[src/design/mbc_pkg.sv]
`timescale 1ns / 1ps
`default_nettype none
// ----------------------------------------------------------------------------
// mbc_pkg: shared types and constants
// Widths of the fixed fields, register indexes, sequencer states and the
// multiplier request bundle.
// ----------------------------------------------------------------------------
package mbc_pkg;

   localparam int PIX_W      = 10;
   localparam int STEP_W     = 47;
   localparam int ORG_W      = 48;
   localparam int ITER_W     = 16;
   localparam int CH_W       = 8;
   localparam int HUE_W      = 5;
   localparam int SUM_W      = 7;
   localparam int CSR_ADDR_W = 2;
   localparam int CSR_DATA_W = 48;
   localparam int TDATA_W    = 24;

   // (2p+o) * step, and the sample coordinate after adding the origin
   localparam int PROD_W     = PIX_W + 1 + STEP_W;
   localparam int CW         = PROD_W + 1;

   typedef enum logic [CSR_ADDR_W-1:0] {
      REG_PIXEL_STEP = 2'd0,
      REG_ORIGIN_X   = 2'd1,
      REG_ORIGIN_Y   = 2'd2,
      REG_MAX_ITER   = 2'd3
   } reg_index_type;

   typedef enum logic [3:0] {
      ST_IDLE,
      ST_COORD,
      ST_ORIGIN,
      ST_CHECK,
      ST_UPDATE,
      ST_ESCAPE,
      ST_MUL_X2,
      ST_MUL_Y2,
      ST_TEST,
      ST_MUL_XY,
      ST_HUE,
      ST_DONE
   } state_type;

   typedef struct packed {
      logic start;
      logic half_shift;   // shift by FRAC_BITS-1 instead of FRAC_BITS
      logic neg;          // negate with floor rounding
   } mul_req_type;

endpackage
`default_nettype wire

[src/design/mbc_fx_mul.sv]
`timescale 1ns / 1ps
`default_nettype none
// ----------------------------------------------------------------------------
// mbc_fx_mul: multicycle fixed-point multiplier
// Two-digit by two-digit magnitude product, one partial product per cycle,
// then a floor-rounded shift and optional negation.
// ----------------------------------------------------------------------------
module mbc_fx_mul #(
   parameter int FRAC_BITS = 44
) (
   input  wire logic                        clock,
   input  wire logic                        reset,
   input  wire mbc_pkg::mul_req_type        req,
   input  wire logic [FRAC_BITS+1:0]        a,
   input  wire logic [FRAC_BITS+1:0]        b,
   output logic                             done,
   output logic signed [FRAC_BITS+4:0]      result
);

   localparam int MAG_W = FRAC_BITS + 2;
   localparam int DIG_W = (MAG_W + 1) / 2;
   localparam int OPD_W = 2 * DIG_W;
   localparam int PW    = 2 * OPD_W;
   localparam int RW    = FRAC_BITS + 5;

   logic [OPD_W-1:0]     a_ff, a_in, b_ff, b_in;
   logic                 half_ff, half_in, neg_ff, neg_in;
   logic [2:0]           step_ff, step_in;
   logic                 busy_ff, busy_in;
   logic [OPD_W-1:0]     pp_ff, pp_in;
   logic [1:0]           wt_ff, wt_in;
   logic                 pp_vld_ff, pp_vld_in;
   logic [PW-1:0]        acc_ff, acc_in;
   logic                 done_ff, done_in;
   logic signed [RW-1:0] result_ff, result_in;

   logic [DIG_W-1:0]     dig_a, dig_b;
   logic [PW-1:0]        pp_shifted, q_full, lo_mask;
   logic                 rem;
   logic signed [RW-1:0] q;

   always_comb begin
      dig_a = step_ff[1] ? a_ff[OPD_W-1:DIG_W] : a_ff[DIG_W-1:0];
      dig_b = step_ff[0] ? b_ff[OPD_W-1:DIG_W] : b_ff[DIG_W-1:0];

      case (wt_ff)
         2'd0:    pp_shifted = PW'(pp_ff);
         2'd1:    pp_shifted = PW'(pp_ff) << DIG_W;
         2'd2:    pp_shifted = PW'(pp_ff) << (2 * DIG_W);
         default: pp_shifted = '0;
      endcase

      if (half_ff) begin
         q_full  = acc_ff >> (FRAC_BITS - 1);
         lo_mask = (PW'(1) << (FRAC_BITS - 1)) - PW'(1);
      end else begin
         q_full  = acc_ff >> FRAC_BITS;
         lo_mask = (PW'(1) << FRAC_BITS) - PW'(1);
      end
      rem = |(acc_ff & lo_mask);
      q   = signed'(q_full[RW-1:0]);
   end

   always_comb begin
      a_in      = a_ff;
      b_in      = b_ff;
      half_in   = half_ff;
      neg_in    = neg_ff;
      step_in   = step_ff;
      busy_in   = busy_ff;
      pp_in     = pp_ff;
      wt_in     = wt_ff;
      pp_vld_in = 1'b0;
      acc_in    = acc_ff;
      done_in   = 1'b0;
      result_in = result_ff;

      if (req.start) begin
         a_in    = OPD_W'(a);
         b_in    = OPD_W'(b);
         half_in = req.half_shift;
         neg_in  = req.neg;
         step_in = '0;
         busy_in = 1'b1;
         acc_in  = '0;
      end else if (busy_ff) begin
         if (step_ff < 3'd4) begin
            pp_in     = dig_a * dig_b;
            wt_in     = {1'b0, step_ff[1]} + {1'b0, step_ff[0]};
            pp_vld_in = 1'b1;
         end
         if (pp_vld_ff) begin
            acc_in = acc_ff + pp_shifted;
         end
         step_in = step_ff + 3'd1;
         if (step_ff == 3'd5) begin
            busy_in   = 1'b0;
            done_in   = 1'b1;
            result_in = neg_ff ? (-q - RW'(rem)) : q;
         end
      end
   end

   always_ff @(posedge clock) begin
      if (reset) begin
         busy_ff   <= 1'b0;
         pp_vld_ff <= 1'b0;
         done_ff   <= 1'b0;
         step_ff   <= '0;
      end else begin
         busy_ff   <= busy_in;
         pp_vld_ff <= pp_vld_in;
         done_ff   <= done_in;
         step_ff   <= step_in;
      end
   end

   always_ff @(posedge clock) begin
      a_ff      <= a_in;
      b_ff      <= b_in;
      half_ff   <= half_in;
      neg_ff    <= neg_in;
      pp_ff     <= pp_in;
      wt_ff     <= wt_in;
      acc_ff    <= acc_in;
      result_ff <= result_in;
   end

   assign done   = done_ff;
   assign result = result_ff;

endmodule
`default_nettype wire

[config.mk]
export PLATFORM = sky130hd
export DESIGN_NAME = mbc_fx_mul
export DESIGN_NICKNAME = d
export VERILOG_FILES = /design/src/design/mbc_pkg.sv /design/src/design/mbc_fx_mul.sv
export SDC_FILE = /design/constraint.sdc
export NUM_CORES = 2
export LEC_CHECK = 0
export ABC_CLOCK_PERIOD_IN_PS = 13100
export BUFFER_PORTS_ARGS = -buffer_cell sky130_fd_sc_hd__buf_2
export CAP_MARGIN = 20
export CORE_MARGIN = 2
export CORE_UTILIZATION = 47
export CTS_CLUSTER_SIZE = 8
export DETAILED_ROUTE_END_ITERATION = 8
export GPL_TIMING_DRIVEN = 1
export HOLD_SLACK_MARGIN = 0.08
export PLACE_DENSITY = 0.69
export SETUP_SLACK_MARGIN = 0.5
export SLEW_MARGIN = 20
export SYNTH_ARGS = -nofsm -noshare
export SYNTH_HDL_FRONTEND = slang
export SYNTH_SLANG_ARGS = --single-unit
export TNS_END_PERCENT = 10
[constraint.sdc]
create_clock -name clock -period 13.1 [get_ports clock]
set_input_delay 1.31 -clock clock [delete_from_list [all_inputs] [get_ports clock]]
set_output_delay 1.31 -clock clock [all_outputs]
set_load 0.005 [all_outputs]
==> out/metrics.yaml <==
synth:
  synth_edf_count: 191
  netlist_area_um2: 36900
  ys_warn_count: 0
  synth-compound-area-share: 0.135
  syn_avg_cell_area_um2: 8.82
  synthMuxAreaShare: 0.0468
  synthArstFlopShare: 0
  synthSimpleGateAreaFrac: 0.143
  synth.distinct_cells: 84
  synth_top_family_by_area: "adder cells"
  synth_ff_type: "edfxtp_1"
  yosys_register_bits: 289
  syn-num-nets: 5035
  synth_fa_ha_area_frac: 0.345
  yosysSeqAreaShare: 0.209
  synth-xor-area-share: 0.0404
  synthCells: 4185
setup_path:
  path_max_fanout: 33
  critPathKind: "flip-flop to flip-flop"
  reg2regPathDepth: 27
  crit_top_cell: "fa_1"
  endpoint_kind: "flip-flop"
  worst_ep_required_time_ns: 13.44
  cp_num_buf_inv: 5
  cpMaxStageDelayCell: "mux2i_1"
  reg2reg_slack_ns: 4.36
  crit_arrival_ns: 9.08
  slowest_delay_ns: 0.97
  crit_family: "adder cells"
  path_depth: 27
  startpoint_type: "flip-flop"
grt:
  grt_usage: 0.259
  overflow: 0
  antenna_found_initial: 0
  grt_max_degree: 69
  grt_pass1_vias: 30000
  grt_pass1_wl_mm: 166
timing:
  rsz0062_at_grt: "false"
  setup_viol: 0
  tightest_slew_ns: 1.11
  final.setup_skew_ns: 0.0564
  fin_crit_ns: 8.74
  max_freq_mhz: 114
  drv_slew: 0
  slew_headroom: 0.239
  setup_tns_ns: 0
  finalHoldViolCount: 0
  fin_crit_sh: 0.667
placement:
  dp_hpwl_mm: 82.6
  portBuffers: 146
  place_congestion: 1.01
routing:
  ant_nets: 0
  vias_per_cell: 5.60
  dr.pass1.iters: 6
  wl_per_cell_um: 19.8
  drt_iter0_markers: 2417
  wirelength_mm: 105
  num_vias: 29600
  drc_errors: 0
layout:
  layout_common_cells: "602 x inv_1, 565 x nand2_1, 439 x fa_1, 365 x nor2_1, 316 x a21oi_1"
  fin_nets: 5071
  area_delta_synth_final_pct: 7.91
  num-fill-cells: 7364
  regArea_um2: 7700
  multi_input_area_um2: 26200
  drive_gt1_frac: 0.0838
  antenna_cells: 0
  final_common_cell: "inv_1"
clocking:
  cts_tree: "done"
  root_buffer: "clkbuf_16"
  ctsHoldBuffers: 0
  cts_made_buffers: 43
  cts_max_path_buffers: 3
  path_clk_slew_ns: 0.05
  cts_resized: 0
  h-tree-depth: 2
  clk-insertion-delay-late_ns: 0.60
  post-cts-setup-buffer-count: 0
  clkSinkCount: 289
hold_path:
  hold_path.class: "flip-flop to flip-flop"
  holdPathStages: 2
floorplanning:
  die_h_um: 284
  rows: 102
  core_um2: 77600
  die_area_um2: 80800
  die_x_um: 284
  io_pins: 147
  start_util: 0.475
run_status:
  status: "finished clean"
job:
  drv_cap: 0
## registers in the layout, indices dropped and copies added, names as in the netlist, 2 cells and up
| register | cells |
|---|---|
| acc_ff | 92 |
| result | 49 |
| a_ff | 46 |
| b_ff | 46 |
| pp_ff | 46 |
| step_ff | 3 |
| wt_ff | 2 |
## area by class of cell
class / instances / area share
Sequential cell: 289 / 0.193
Timing Repair Buffer: 184 / 0.0257
Clock inverter: 5 / 0.00289
Clock buffer: 68 / 0.0296
Inverter: 604 / 0.0569
Multi-Input combinational cell: 3099 / 0.659
Tap cell: 1040 / 0.0327
## Yosys cell counts, types with 5 or more instances
cell | count | area (um^2)
dfxtp_1 | 98 | 1960
a21oi_1 | 316 | 1580
o31a_1 | 6 | 52.6
inv_1 | 602 | 2260
nand3_1 | 39 | 195
nor2_1 | 367 | 1380
o21a_1 | 16 | 120
a211oi_1 | 13 | 97.6
a21o_1 | 91 | 683
o31ai_1 | 5 | 37.5
nor3_1 | 34 | 170
buf_2 | 13 | 65.1
o21ai_1 | 24 | 120
a311oi_1 | 5 | 43.8
and2_1 | 64 | 400
or3_1 | 6 | 37.5
a22o_1 | 29 | 254
o21bai_1 | 48 | 360
and3_1 | 15 | 93.8
a221o_1 | 5 | 50.1
o21ai_0 | 136 | 681
nand4_1 | 56 | 350
ha_1 | 314 | 3930
a31oi_1 | 18 | 113
xnor2_1 | 112 | 981
xor2_1 | 58 | 508
nor2b_1 | 23 | 144
nor4_1 | 14 | 87.6
nand2_1 | 566 | 2120
nand2b_1 | 24 | 150
edfxtp_1 | 191 | 5740
o211ai_1 | 7 | 52.6
fa_1 | 439 | 8790
a21boi_0 | 8 | 60.1
mux2_2 | 80 | 901
buf_1 | 14 | 52.6
a41o_1 | 6 | 60.1
clkbuf_1 | 165 | 619
mux2i_1 | 80 | 801
## path summary, 6_finish.rpt
check / from / endpoint
worst max register to register: step_ff[1] / pp_ff[45]
worst min-delay path: acc_ff[14] / acc_ff[14]
worst max-delay path: step_ff[1] / pp_ff[45]
worst min register to register: acc_ff[14] / acc_ff[14]
## worst min-delay path, delay by kind of cell, from the launching register on
family | cells | cell delay, ns
flops | 1 | 0.32
simple gates | 1 | 0.06
compound gates | 1 | 0.05
## cell families after synthesis
kind of cell | Yosys count
compound gates | 789
buf+inv | 797
xor+xnor | 170
flops | 289
mux | 162
fa+ha+maj | 753
simple gates | 1225
## layer usage
layer / track usage / share of wire / vias up
met4: 0.113 / 0.051 / 0
li1: - / - / 13900
met2: 0.412 / 0.44 / 1201
met5: 0 / 0 / -
met1: 0.348 / 0.43 / 14300
met3: 0.0457 / 0.077 / 271
## per-stage QoR
stage               area, um^2  setup WS (ns)  hold WS, ns  cells  utilization
finish                   39800           4.36        0.476   5289        0.513
global route             39800           3.88        0.495   5289        0.513
CTS                      39800           4.33        0.474   5289        0.513
detailed placement       38500           4.33        0.468   5216        0.496
global placement         38500           4.39        0.461   5216        0.496
floorplan                36900           5.07        0.443   4185            -
Power is not shown: default switching activity piles up to over one toggle a cycle in this logic, so the estimate is an artifact.
